File: config.mk
export PLATFORM = sky130hd
export DESIGN_NAME = encoder_position_velocity_tracker
export DESIGN_NICKNAME = d
export VERILOG_FILES = /design/src/hw/rtl/ept_pkg.sv /design/src/hw/rtl/encoder_position_velocity_tracker.sv /design/src/hw/rtl/ept_ctrl.sv /design/src/hw/rtl/ept_dp.sv
export SDC_FILE = /design/constraint.sdc
export NUM_CORES = 1
export LEC_CHECK = 0
export ABC_AREA = 1
export BUFFER_PORTS_ARGS = -buffer_cell sky130_fd_sc_hd__buf_2
export CAP_MARGIN = 0
export CORE_ASPECT_RATIO = 1.5
export CORE_MARGIN = 8
export CORE_UTILIZATION = 40
export DETAILED_ROUTE_END_ITERATION = 7
export PLACE_DENSITY = 0.56
export SYNTH_ARGS = -nofsm -noshare
export SYNTH_HDL_FRONTEND = slang
export SYNTH_SLANG_ARGS = --single-unit
File: constraint.sdc
create_clock -name clk -period 27.4 [get_ports clk]
set_input_delay 4.11 -clock clk [delete_from_list [all_inputs] [get_ports clk]]
set_output_delay 4.11 -clock clk [all_outputs]
set_load 0.03 [all_outputs]
File: src/hw/rtl/ept_pkg.sv
// ----------------------------------------------------------------------------
// ept_pkg: shared types and constants of the encoder position/velocity tracker
// Holds field widths, the channel count, result status codes and the command
// and status bundles that run between the controller and the datapath.
// ----------------------------------------------------------------------------
package ept_pkg;

	localparam int MOTOR_COUNT = 6;
	localparam int IDX_W       = (MOTOR_COUNT > 1) ? $clog2(MOTOR_COUNT) : 1;

	localparam int MOTOR_W  = 3;
	localparam int COUNT_W  = 32;
	localparam int TIME_W   = 32;
	localparam int ANGLE_W  = 48;
	localparam int SPEED_W  = 32;
	localparam int STATUS_W = 2;

	// Q16 velocity: dividend is |2*diff| << Q_FRAC
	localparam int Q_FRAC    = 16;
	localparam int MAG_W     = COUNT_W + 1;
	localparam int DVD_W     = MAG_W + Q_FRAC;
	// quotient bits produced by the divider; larger quotients saturate early
	localparam int DIV_STEPS = COUNT_W + 1;
	localparam int ITER_W    = $clog2(DIV_STEPS);

	localparam logic [STATUS_W-1:0] ST_OK      = 2'd0;
	localparam logic [STATUS_W-1:0] ST_FIRST   = 2'd1;
	localparam logic [STATUS_W-1:0] ST_ZERO_DT = 2'd2;
	localparam logic [STATUS_W-1:0] ST_SAT     = 2'd3;

	typedef struct packed {
		logic load;    // capture the incoming transaction
		logic read;    // read channel state, form deltas, update state
		logic prep;    // form magnitude, check overflow, seed the divider
		logic step;    // one restoring division step
		logic finish;  // form status and speed, drive the result
	} ept_cmd_t;

	typedef struct packed {
		logic in_range;  // incoming motor index names an existing channel
		logic skip_div;  // first reading, zero interval or certain overflow
	} ept_sts_t;

endpackage

File: src/hw/rtl/encoder_position_velocity_tracker.sv
// ----------------------------------------------------------------------------
// encoder_position_velocity_tracker: per-motor position and Q16 velocity
// Accumulates doubled encoder count deltas into a wrapping 48-bit position
// per channel and divides by the tick interval for a saturated velocity.
//
//   channel   handshake        fields
//   -------   --------------   -------------------------------------------
//   reading   start / busy     motor_index, encoder_count, time_stamp
//   result    done (strobe)    motor_echo, status, angle_total, speed
//
// A transaction is taken when start is high and busy is low.  A reading
// for a channel that does not exist is dropped with no result and busy
// stays low.  Any other reading passes through read, prepare, the 33
// steps of the one-bit restoring divider and finish, skipping the divider
// on a first reading, zero interval or certain overflow; done is registered
// after finish.  A new reading may be taken in the cycle done is high.
// done lasts one cycle and the receiver cannot stall it.  Reset clears all
// channels to unseen with zero position.
// ----------------------------------------------------------------------------
module encoder_position_velocity_tracker (
	input  logic                                clk,
	input  logic                                arst_n,
	input  logic                                start,
	output logic                                busy,
	input  logic [ept_pkg::MOTOR_W-1:0]         motor_index,
	input  logic signed [ept_pkg::COUNT_W-1:0]  encoder_count,
	input  logic [ept_pkg::TIME_W-1:0]          time_stamp,
	output logic                                done,
	output logic [ept_pkg::MOTOR_W-1:0]         motor_echo,
	output logic [ept_pkg::STATUS_W-1:0]        status,
	output logic signed [ept_pkg::ANGLE_W-1:0]  angle_total,
	output logic signed [ept_pkg::SPEED_W-1:0]  speed
);

	ept_pkg::ept_cmd_t cmd;
	ept_pkg::ept_sts_t sts;

	// sequencer: decides the path of each transaction
	ept_ctrl u_ctrl (
		.clk    (clk),
		.arst_n (arst_n),
		.start  (start),
		.sts    (sts),
		.cmd    (cmd),
		.busy   (busy)
	);

	// datapath: channel state, arithmetic and result registers
	ept_dp u_dp (
		.clk           (clk),
		.arst_n        (arst_n),
		.cmd           (cmd),
		.sts           (sts),
		.motor_index   (motor_index),
		.encoder_count (encoder_count),
		.time_stamp    (time_stamp),
		.done          (done),
		.motor_echo    (motor_echo),
		.status        (status),
		.angle_total   (angle_total),
		.speed         (speed)
	);

	// a result always lands when the sequencer has returned to idle
	a_done_idle: assert property (@(posedge clk) disable iff (!arst_n)
		done |-> !busy)
		else $error("result strobe while busy");

	// out-of-range readings are dropped without occupying the block
	a_drop_range: assert property (@(posedge clk) disable iff (!arst_n)
		(start && !busy && (32'(motor_index) >= 32'(ept_pkg::MOTOR_COUNT))) |=> !busy)
		else $error("dropped reading left block busy");

	// first readings and zero intervals report no velocity
	a_zero_speed: assert property (@(posedge clk) disable iff (!arst_n)
		(done && ((status == ept_pkg::ST_FIRST) || (status == ept_pkg::ST_ZERO_DT)))
		|-> (speed == '0))
		else $error("nonzero speed with first or zero-interval status");

	// result strobe is a single-cycle pulse
	a_done_pulse: assert property (@(posedge clk) disable iff (!arst_n)
		done |=> !done)
		else $error("result strobe longer than one cycle");

endmodule

File: src/hw/rtl/ept_ctrl.sv
// ----------------------------------------------------------------------------
// ept_ctrl: sequencer of the tracker
// Walks each accepted reading through read and prepare, then divide unless
// the divider is skipped, then finish, and counts the division steps.
// ----------------------------------------------------------------------------
module ept_ctrl (
	input  logic                clk,
	input  logic                arst_n,
	input  logic                start,
	input  ept_pkg::ept_sts_t   sts,
	output ept_pkg::ept_cmd_t   cmd,
	output logic                busy
);

	typedef enum logic [2:0] {
		S_IDLE,
		S_READ,
		S_PREP,
		S_DIV,
		S_FIN
	} state_t;

	state_t                     state_q;
	logic [ept_pkg::ITER_W-1:0] iter_q;

	always_ff @(posedge clk or negedge arst_n) begin
		if (!arst_n) begin
			state_q <= S_IDLE;
			iter_q  <= '0;
		end else begin
			unique case (state_q)
				S_IDLE: begin
					// drop out-of-range readings right here
					if (start && sts.in_range) begin
						state_q <= S_READ;
					end
				end
				S_READ: begin
					state_q <= S_PREP;
				end
				S_PREP: begin
					iter_q <= '0;
					if (sts.skip_div) begin
						state_q <= S_FIN;
					end else begin
						state_q <= S_DIV;
					end
				end
				S_DIV: begin
					if (iter_q == ept_pkg::ITER_W'(ept_pkg::DIV_STEPS - 1)) begin
						state_q <= S_FIN;
					end else begin
						iter_q <= iter_q + 1'b1;
					end
				end
				S_FIN: begin
					state_q <= S_IDLE;
				end
				default: begin
					state_q <= S_IDLE;
				end
			endcase
		end
	end

	assign busy       = (state_q != S_IDLE);
	assign cmd.load   = (state_q == S_IDLE) && start;
	assign cmd.read   = (state_q == S_READ);
	assign cmd.prep   = (state_q == S_PREP);
	assign cmd.step   = (state_q == S_DIV);
	assign cmd.finish = (state_q == S_FIN);

endmodule

File: src/hw/rtl/ept_dp.sv
// ----------------------------------------------------------------------------
// ept_dp: datapath of the tracker
// Per-channel state, delta and position update, restoring divider and
// result registers.
// ----------------------------------------------------------------------------
module ept_dp (
	input  logic                                clk,
	input  logic                                arst_n,
	input  ept_pkg::ept_cmd_t                   cmd,
	output ept_pkg::ept_sts_t                   sts,
	input  logic [ept_pkg::MOTOR_W-1:0]         motor_index,
	input  logic signed [ept_pkg::COUNT_W-1:0]  encoder_count,
	input  logic [ept_pkg::TIME_W-1:0]          time_stamp,
	output logic                                done,
	output logic [ept_pkg::MOTOR_W-1:0]         motor_echo,
	output logic [ept_pkg::STATUS_W-1:0]        status,
	output logic signed [ept_pkg::ANGLE_W-1:0]  angle_total,
	output logic signed [ept_pkg::SPEED_W-1:0]  speed
);

	localparam int MC = ept_pkg::MOTOR_COUNT;

	// channel state
	logic                         seen_q       [MC];
	logic [ept_pkg::COUNT_W-1:0]  last_count_q [MC];
	logic [ept_pkg::TIME_W-1:0]   last_time_q  [MC];
	logic [ept_pkg::ANGLE_W-1:0]  angle_sum_q  [MC];

	// captured transaction
	logic [ept_pkg::IDX_W-1:0]    idx_q;
	logic [ept_pkg::MOTOR_W-1:0]  motor_q;
	logic [ept_pkg::COUNT_W-1:0]  cnt_q;
	logic [ept_pkg::TIME_W-1:0]   ts_q;

	// per-reading working registers
	logic                         first_q;
	logic [ept_pkg::COUNT_W-1:0]  diff_q;
	logic [ept_pkg::TIME_W-1:0]   dt_q;
	logic [ept_pkg::ANGLE_W-1:0]  angle_q;
	logic                         neg_q;
	logic                         dtz_q;
	logic                         ovf_q;
	logic [ept_pkg::TIME_W-1:0]   rem_q;
	logic [ept_pkg::DIV_STEPS-1:0] dvd_q;
	logic [ept_pkg::DIV_STEPS-1:0] quo_q;

	logic [31:0]                  mi_ext;
	logic [ept_pkg::IDX_W-1:0]    mi_idx;
	logic                         rd_seen;
	logic [ept_pkg::COUNT_W-1:0]  rd_diff;
	logic [ept_pkg::TIME_W-1:0]   rd_dt;
	logic [ept_pkg::ANGLE_W-1:0]  rd_delta;
	logic [ept_pkg::ANGLE_W-1:0]  rd_angle;
	logic [ept_pkg::MAG_W-1:0]    pr_delta;
	logic [ept_pkg::MAG_W-1:0]    pr_mag;
	logic [ept_pkg::DVD_W-1:0]    pr_dvd;
	logic                         pr_ovf;
	logic                         pr_dtz;
	logic [ept_pkg::TIME_W:0]     dv_trial;
	logic                         dv_ge;
	logic [ept_pkg::STATUS_W-1:0] fin_status;
	logic [ept_pkg::SPEED_W-1:0]  fin_speed;

	assign mi_ext       = 32'(motor_index);
	assign mi_idx       = mi_ext[ept_pkg::IDX_W-1:0];
	assign sts.in_range = (mi_ext < 32'(MC));

	// read stage: wrapping differences and new position
	assign rd_seen  = seen_q[idx_q];
	assign rd_diff  = cnt_q - last_count_q[idx_q];
	assign rd_dt    = ts_q - last_time_q[idx_q];
	assign rd_delta = {{(ept_pkg::ANGLE_W - ept_pkg::COUNT_W - 1){rd_diff[ept_pkg::COUNT_W-1]}},
		rd_diff, 1'b0};
	// an unseen channel has never moved, so its position is still zero
	assign rd_angle = rd_seen ? (angle_sum_q[idx_q] + rd_delta) : '0;

	// prepare stage: magnitude of 2*diff, overflow when quotient needs more bits
	assign pr_delta = {diff_q, 1'b0};
	assign pr_mag   = diff_q[ept_pkg::COUNT_W-1] ? (ept_pkg::MAG_W'(0) - pr_delta) : pr_delta;
	assign pr_dvd   = {pr_mag, {ept_pkg::Q_FRAC{1'b0}}};
	assign pr_ovf   = ({{ept_pkg::Q_FRAC{1'b0}}, pr_mag} >=
		{dt_q, {(ept_pkg::DIV_STEPS - ept_pkg::Q_FRAC){1'b0}}});
	assign pr_dtz   = (dt_q == '0);
	assign sts.skip_div = first_q || pr_dtz || pr_ovf;

	// one restoring step; remainder stays below dt so it fits TIME_W bits
	assign dv_trial = {rem_q, dvd_q[ept_pkg::DIV_STEPS-1]};
	assign dv_ge    = (dv_trial >= {1'b0, dt_q});

	always_comb begin
		fin_status = ept_pkg::ST_OK;
		fin_speed  = '0;
		if (first_q) begin
			fin_status = ept_pkg::ST_FIRST;
		end else if (dtz_q) begin
			fin_status = ept_pkg::ST_ZERO_DT;
		end else if (!neg_q) begin
			if (ovf_q || (quo_q > ept_pkg::DIV_STEPS'(33'h0_7FFF_FFFF))) begin
				fin_status = ept_pkg::ST_SAT;
				fin_speed  = 32'h7FFF_FFFF;
			end else begin
				fin_speed = quo_q[ept_pkg::SPEED_W-1:0];
			end
		end else begin
			if (ovf_q || (quo_q > ept_pkg::DIV_STEPS'(33'h0_8000_0000))) begin
				fin_status = ept_pkg::ST_SAT;
				fin_speed  = 32'h8000_0000;
			end else begin
				fin_speed = ept_pkg::SPEED_W'(0) - quo_q[ept_pkg::SPEED_W-1:0];
			end
		end
	end

	always_ff @(posedge clk or negedge arst_n) begin
		if (!arst_n) begin
			for (int i = 0; i < MC; i++) begin
				seen_q[i] <= 1'b0;
			end
			done <= 1'b0;
		end else begin
			done <= cmd.finish;
			if (cmd.read) begin
				seen_q[idx_q] <= 1'b1;
			end
		end
	end

	always_ff @(posedge clk) begin
		if (cmd.load) begin
			idx_q   <= mi_idx;
			motor_q <= motor_index;
			cnt_q   <= encoder_count;
			ts_q    <= time_stamp;
		end
		if (cmd.read) begin
			last_count_q[idx_q] <= cnt_q;
			last_time_q[idx_q]  <= ts_q;
			angle_sum_q[idx_q]  <= rd_angle;
			angle_q             <= rd_angle;
			first_q             <= !rd_seen;
			diff_q              <= rd_diff;
			dt_q                <= rd_dt;
		end
		if (cmd.prep) begin
			neg_q <= diff_q[ept_pkg::COUNT_W-1];
			dtz_q <= pr_dtz;
			ovf_q <= pr_ovf;
			rem_q <= ept_pkg::TIME_W'(pr_dvd[ept_pkg::DVD_W-1 -: ept_pkg::Q_FRAC]);
			dvd_q <= pr_dvd[ept_pkg::DIV_STEPS-1:0];
			quo_q <= '0;
		end
		if (cmd.step) begin
			rem_q <= dv_ge ? ept_pkg::TIME_W'(dv_trial - {1'b0, dt_q})
				: dv_trial[ept_pkg::TIME_W-1:0];
			dvd_q <= {dvd_q[ept_pkg::DIV_STEPS-2:0], 1'b0};
			quo_q <= {quo_q[ept_pkg::DIV_STEPS-2:0], dv_ge};
		end
		if (cmd.finish) begin
			motor_echo  <= motor_q;
			status      <= fin_status;
			angle_total <= angle_q;
			speed       <= fin_speed;
		end
	end

endmodule

==> results of run 1 <==
-- state kept, by name (all words and copies together), names as in the netlist, named ones only --
| signal | count |
|---|---|
| u_dp.angle_sum_q | 288 |
| u_dp.last_count_q | 192 |
| u_dp.last_time_q | 192 |
| u_dp.angle_q | 48 |
| u_dp.angle_total | 48 |
| u_dp.quo_q | 33 |
| u_dp.cnt_q | 32 |
| u_dp.diff_q | 32 |
| u_dp.dt_q | 32 |
| u_dp.rem_q | 32 |
| u_dp.speed | 32 |
| u_dp.ts_q | 32 |
| u_dp.dvd_q | 16 |
| u_ctrl.iter_q | 6 |
| u_dp.seen_q | 6 |
| u_ctrl.state_q | 3 |
| u_dp.idx_q | 3 |
| u_dp.motor_echo | 3 |
| u_dp.status | 2 |
| u_dp.done | 1 |
| u_dp.dtz_q | 1 |
| u_dp.first_q | 1 |
| u_dp.neg_q | 1 |
| u_dp.ovf_q | 1 |
-- metal layers --
metal  GRT usage  vias to the layer above  wire length, µm
li1            -                    16600                -
met1       0.244                    16700            57200
met2       0.358                      758            69300
met3      0.0226                      189             5150
met4      0.0670                        0             3960
met5           0                        -                0
-- stage by stage --
step / hold WS (ns) / instances / instance area (µm²) / setup slack, ns / util
after floorplan: 0.400 / 4641 / 49600 / 13.14 / -
after global placement: 0.403 / 6273 / 52100 / 20.11 / 0.423
after detailed placement: 0.405 / 6273 / 52100 / 20.06 / 0.423
after CTS: 0.417 / 6457 / 55400 / 20.03 / 0.449
after global routing: 0.425 / 6458 / 55400 / 19.46 / 0.449
final: 0.415 / 6458 / 55400 / 20.11 / 0.449
-- cell type report --
type | count | area (µm²)
well taps | 1600 | 2000
multi-input cells | 3026 | 16300
inverters | 413 | 1560
flip-flops and latches | 1040 | 31100
clock buffers | 113 | 2570
repair buffers | 194 | 1130
diodes | 1 | 2.50
fillers | 11600 | 68000
clock inverters | 71 | 667
-- Yosys cell counts, drive strengths merged, types with 13 or more instances --
cell	n
a21oi	289
a32o	36
buf	44
xnor2	43
nor4	25
edfxtp	1021
o22ai	94
nor3	44
ha	162
xor2	80
clkbuf	118
nand4	49
o21ai	446
nand2	906
dfrtp	16
inv	412
o211ai	13
nor2	500
nand3	233
-- cell usage in the layout (no fill, tap or decap), types with 13 or more instances in the layout --
cell	n
o211ai_1	13
o21ai_1	27
o22ai_1	94
nand2_2	25
nor3_1	34
nand3_1	217
clkinv_2	20
o21ai_0	408
buf_4	33
clkinv_1	23
dfrtp_1	16
a32o_1	36
clkbuf_16	101
nand2_1	871
nor2_2	17
edfxtp_1	1021
nand4_1	47
inv_1	401
a21oi_1	284
buf_2	156
nor2_1	474
nor4_1	24
xor2_1	80
nand3_2	16
ha_1	162
xnor2_1	43
-- cells by family after synthesis --
logic type,share of synthesized area
and+or+nand+nor,0.154
AOI/OAI and AO/OA,0.109
xor gates and xnor gates,0.0217
adders and majority gates,0.0425
DFF,0.628
buffers and inverters,0.0453
-- final timing paths --
| kind | startpoint | endpoint | slack, ns |
|---|---|---|---|
| worst min-delay path | u_dp.angle_q[24] | u_dp.angle_total[24] | 0.42 |
| worst max-delay path | register | u_dp.angle_sum_q[2][45] | 20.11 |
| max in group asynchronous | arst_n | u_dp.seen_q[2] | 23.74 |
| worst min register to register | u_dp.angle_q[24] | u_dp.angle_total[24] | 0.42 |
| min in group asynchronous | arst_n | u_ctrl.iter_q[0] | 3.35 |
| worst max register to register | register | u_dp.angle_sum_q[2][45] | 20.11 |
==> results.cfg, run 1 <==
[grt]
track_usage = 0.198
antenna_found_initial = 3
grt_pass1_wl_mm = 207
grt_pass1_vias = 34300
grt_max_degree = 115
grt.overflow.total = 0

[sta]
worst_slew_pin_slew_ns = 1.28
finalHoldViolations = 0
rsz0062_at_grt = false
fin_skew_ns = 0.0279
slew_headroom = 0.145
tns_ns = 0
finalSetupViolations = 0
period_minus_slack_ns = 7.29
period_share = 0.266
slew_viol_final = 0
fmax_ghz = 0.137

[drt]
antenna_left = 0
drc = 0
wl_per_cell_um = 21.0
via_count = 34300
routed_wl_mm = 136
dr.pass1.iters = 6
routed_via_density = 5.31
drtIter0Drc = 2331

[synth]
ys_warn_count = 0
synth-edff-count = 1021
synth-seq-area-share = 0.628
synth-async-reset-ratio = 0.0154
syn_area_um2 = 49600
ys_top_cells_by_area = edfxtp_1 (62%), nand2_1 (6.6%), o21ai_0 (4.1%)
synth_cell_types = 68
syn_area_per_cell_um2 = 10.7
synth_top_area_share = 0.618
synth_seq_cells = 1040
syn_nets = 4877
synth_top_area_cell = edfxtp_1
ys.flop_type = edfxtp_1
synthCells = 4641

[layout]
fin_nets = 5011
area_growth_pct = 11.7
drive_above_1_share = 0.0982

[critical_path]
cp.depth = 29
timing.critical_path.fanout_max = 95
max_stage_delay_ns = 0.72
critPathArrivalTime_ns = 7.76
cpLargestDelayFamily = buffers and inverters
endpoint_kind = register
worst-setup-path-type = register to register
r2r.worst_path.cells = 29
required_ns = 27.88
path_buf_inv = 6
slowest_stage = buf_4
start_kind = register
path_common_cell = nand2_1

[placed_design]
dp_hpwl_mm = 91.2
port_buffers = 156
gp_congestion = 0.940

[clocking]
cts_root_buf = clkbuf_16
clk_pin_slew_ns = 0.06
clock-sinks = 1040
cts_setup_buffers = 0
cts_hold_buf = 0
clk_path_buf_depth = 3
cts_tree = yes
cts_buffers = 100
clock_latency_ns = 0.71
htreeDepth = 3
cts_resized = 0

[die]
core.rowCount = 158
die-area_um2 = 136000
core_um2 = 123000
initial_core_util = 0.402
ios = 157
die_w_um = 303
die_h_um = 447

[run_status]
status = complete, no violations

[hold_path]
hold_depth = 0
hold_class = register to register

[job]
cap_violations = 0
Power of run 1 is left out: the tool's default activity adds up to more than one toggle a clock period on the data nets, which glitch-free logic cannot reach.
==> inputs of run 2 (changes only) <==
==> constraint.sdc (replaced) <==
create_clock -name clk -period 7.18 [get_ports clk]
set_input_delay 1.077 -clock clk [delete_from_list [all_inputs] [get_ports clk]]
set_output_delay 1.077 -clock clk [all_outputs]
set_load 0.03 [all_outputs]
==> run 2 against run 1 <==
Net effect:
- non-clock buffer count down 2
- first-iteration DRC count rose by 10%
- die area did not move
- sequential share of layout area fell by 0.15 points
- via count increased by 0.29%
- routed wire length shrank 0.82%
- register-to-register slack worse by 19 ns
- global-route usage fell by 0.21 points
- clock skew shrank 0.0023 ns
- core utilization rose by 0.12 points
- flip-flop and latch count stayed put
==> results.cfg, run 2 (synthesis gave the netlist of run 1 again) <==
[grt]
grt_max_degree = 134
grt_pass1_vias = 34200
antenna_found_initial = 9
track_usage = 0.196
grt_pass1_wl_mm = 204
grt.overflow.total = 0

[sta]
finalHoldViolations = 0
period_share = 0.823
finalSetupViolations = 0
fmax_ghz = 0.169
fin_skew_ns = 0.0255
worst_slew_pin_slew_ns = 1.30
slew_viol_final = 0
rsz0062_at_grt = false
tns_ns = 0
slew_headroom = 0.126
period_minus_slack_ns = 5.91

[job]
cap_violations = 0

[clocking]
clock_latency_ns = 0.72
htreeDepth = 3
cts_resized = 0
cts_setup_buffers = 0
cts_root_buf = clkbuf_16
clock-sinks = 1040
clk_path_buf_depth = 3
clk_pin_slew_ns = 0.06
cts_buffers = 101
cts_hold_buf = 0
cts_tree = yes

[layout]
area_growth_pct = 12.0
largest_reg_flops = 288
filler_cell_count = 11600
mostFrequentLayoutCell = edfxtp_1
largestRegisters = u_dp.angle_sum_q: 288 flops, u_dp.last_count_q: 192 flops, u_dp.last_time_q: 192 flops
drive_above_1_share = 0.0969
registers.top_by_ff_count = u_dp.angle_sum_q
fin_nets = 5010
final_cell_mix = edfxtp_1 (1021), nand2_1 (871), nor2_1 (474), o21ai_0 (408), inv_1 (401)

[die]
die_h_um = 447
ios = 157
core_um2 = 123000
core.rowCount = 158
die_w_um = 303
die-area_um2 = 136000
initial_core_util = 0.402

[drt]
drc = 0
drtIter0Drc = 2575
antenna_left = 0
via_count = 34400
routed_wl_mm = 135
routed_via_density = 5.33
wl_per_cell_um = 20.8
dr.pass1.iters = 5

[run_status]
status = complete, no violations

[critical_path]
critPathArrivalTime_ns = 6.37
max_stage_delay_ns = 0.47
worst-setup-path-type = register to register
path_buf_inv = 4
slowest_stage = inv_4
start_kind = register
endpoint_kind = register
required_ns = 7.64
cpLargestDelayFamily = compound AO/OA/AOI/OAI gates
path_common_cell = nand2_1
timing.critical_path.fanout_max = 71

[hold_path]
hold_class = input port to asynchronous set/reset pin

[placed_design]
port_buffers = 156
dp_hpwl_mm = 90.1
gp_congestion = 0.924
-- run 2: final timing paths --
check                                  endpoint  slack (ns)  cells past startpoint
setup / recovery               u_dp.angle_q[45]        1.27                     28
hold / removal                        u_dp.done        0.30                      1
setup reg to reg               u_dp.angle_q[45]        1.27                     28
hold reg to reg            u_dp.angle_total[13]        0.41                      0
max in group asynchronous        u_dp.seen_q[1]        6.56                      1
min in group clk           u_dp.angle_total[13]        0.41                      0
-- run 2: worst register-to-register path, delay by kind of cell, from the launching register on --
| kind | cells | cell delay (ns) |
|---|---|---|
| AND/OR/NAND/NOR | 12 | 1.31 |
| buffers and inverters | 4 | 1.07 |
| AO/OA/AOI/OAI | 9 | 1.83 |
| XOR/XNOR | 1 | 0.26 |
| adder cells (fa/ha/maj) | 2 | 0.78 |
| flip-flops | 1 | 0.42 |
-- run 2: cell type report --
cell class / count / area [µm²] / share of cell area
Sequential cell: 1040 / 31100 / 0.561
Multi-Input combinational cell: 3026 / 16300 / 0.294
Clock buffer: 121 / 2620 / 0.0473
Tap cell: 1600 / 2000 / 0.0361
Inverter: 413 / 1560 / 0.0281
Timing Repair Buffer: 192 / 1190 / 0.0214
Clock inverter: 60 / 687 / 0.0124
Antenna cell: 3 / 7.51 / 0.000135
-- run 2: per-stage QoR --
| step | worst slack [ns] | area, µm² | cells | util | hold slack [ns] |
|---|---|---|---|---|---|
| final | 1.27 | 55500 | 6455 | 0.450 | 0.304 |
| after global placement | 1.31 | 52200 | 6271 | 0.423 | 0.401 |
| after CTS | 1.23 | 55500 | 6452 | 0.450 | 0.272 |
| after detailed placement | 1.26 | 52200 | 6271 | 0.423 | 0.405 |
| after global routing | 0.669 | 55500 | 6454 | 0.450 | 0.319 |
| after floorplan | 0.0135 | 49600 | 4641 | - | 0.400 |
-- run 2: layer usage --
layer / part of all wire / track usage / routed length (µm) / vias to the layer above
li1: - / - / - / 16600
met1: 0.42 / 0.245 / 56600 / 16700
met2: 0.50 / 0.345 / 67300 / 852
met3: 0.045 / 0.0241 / 6070 / 217
met4: 0.034 / 0.0733 / 4570 / 2
met5: 0.000074 / 0 / 10 / -
Power of run 2 is left out for the same reason.
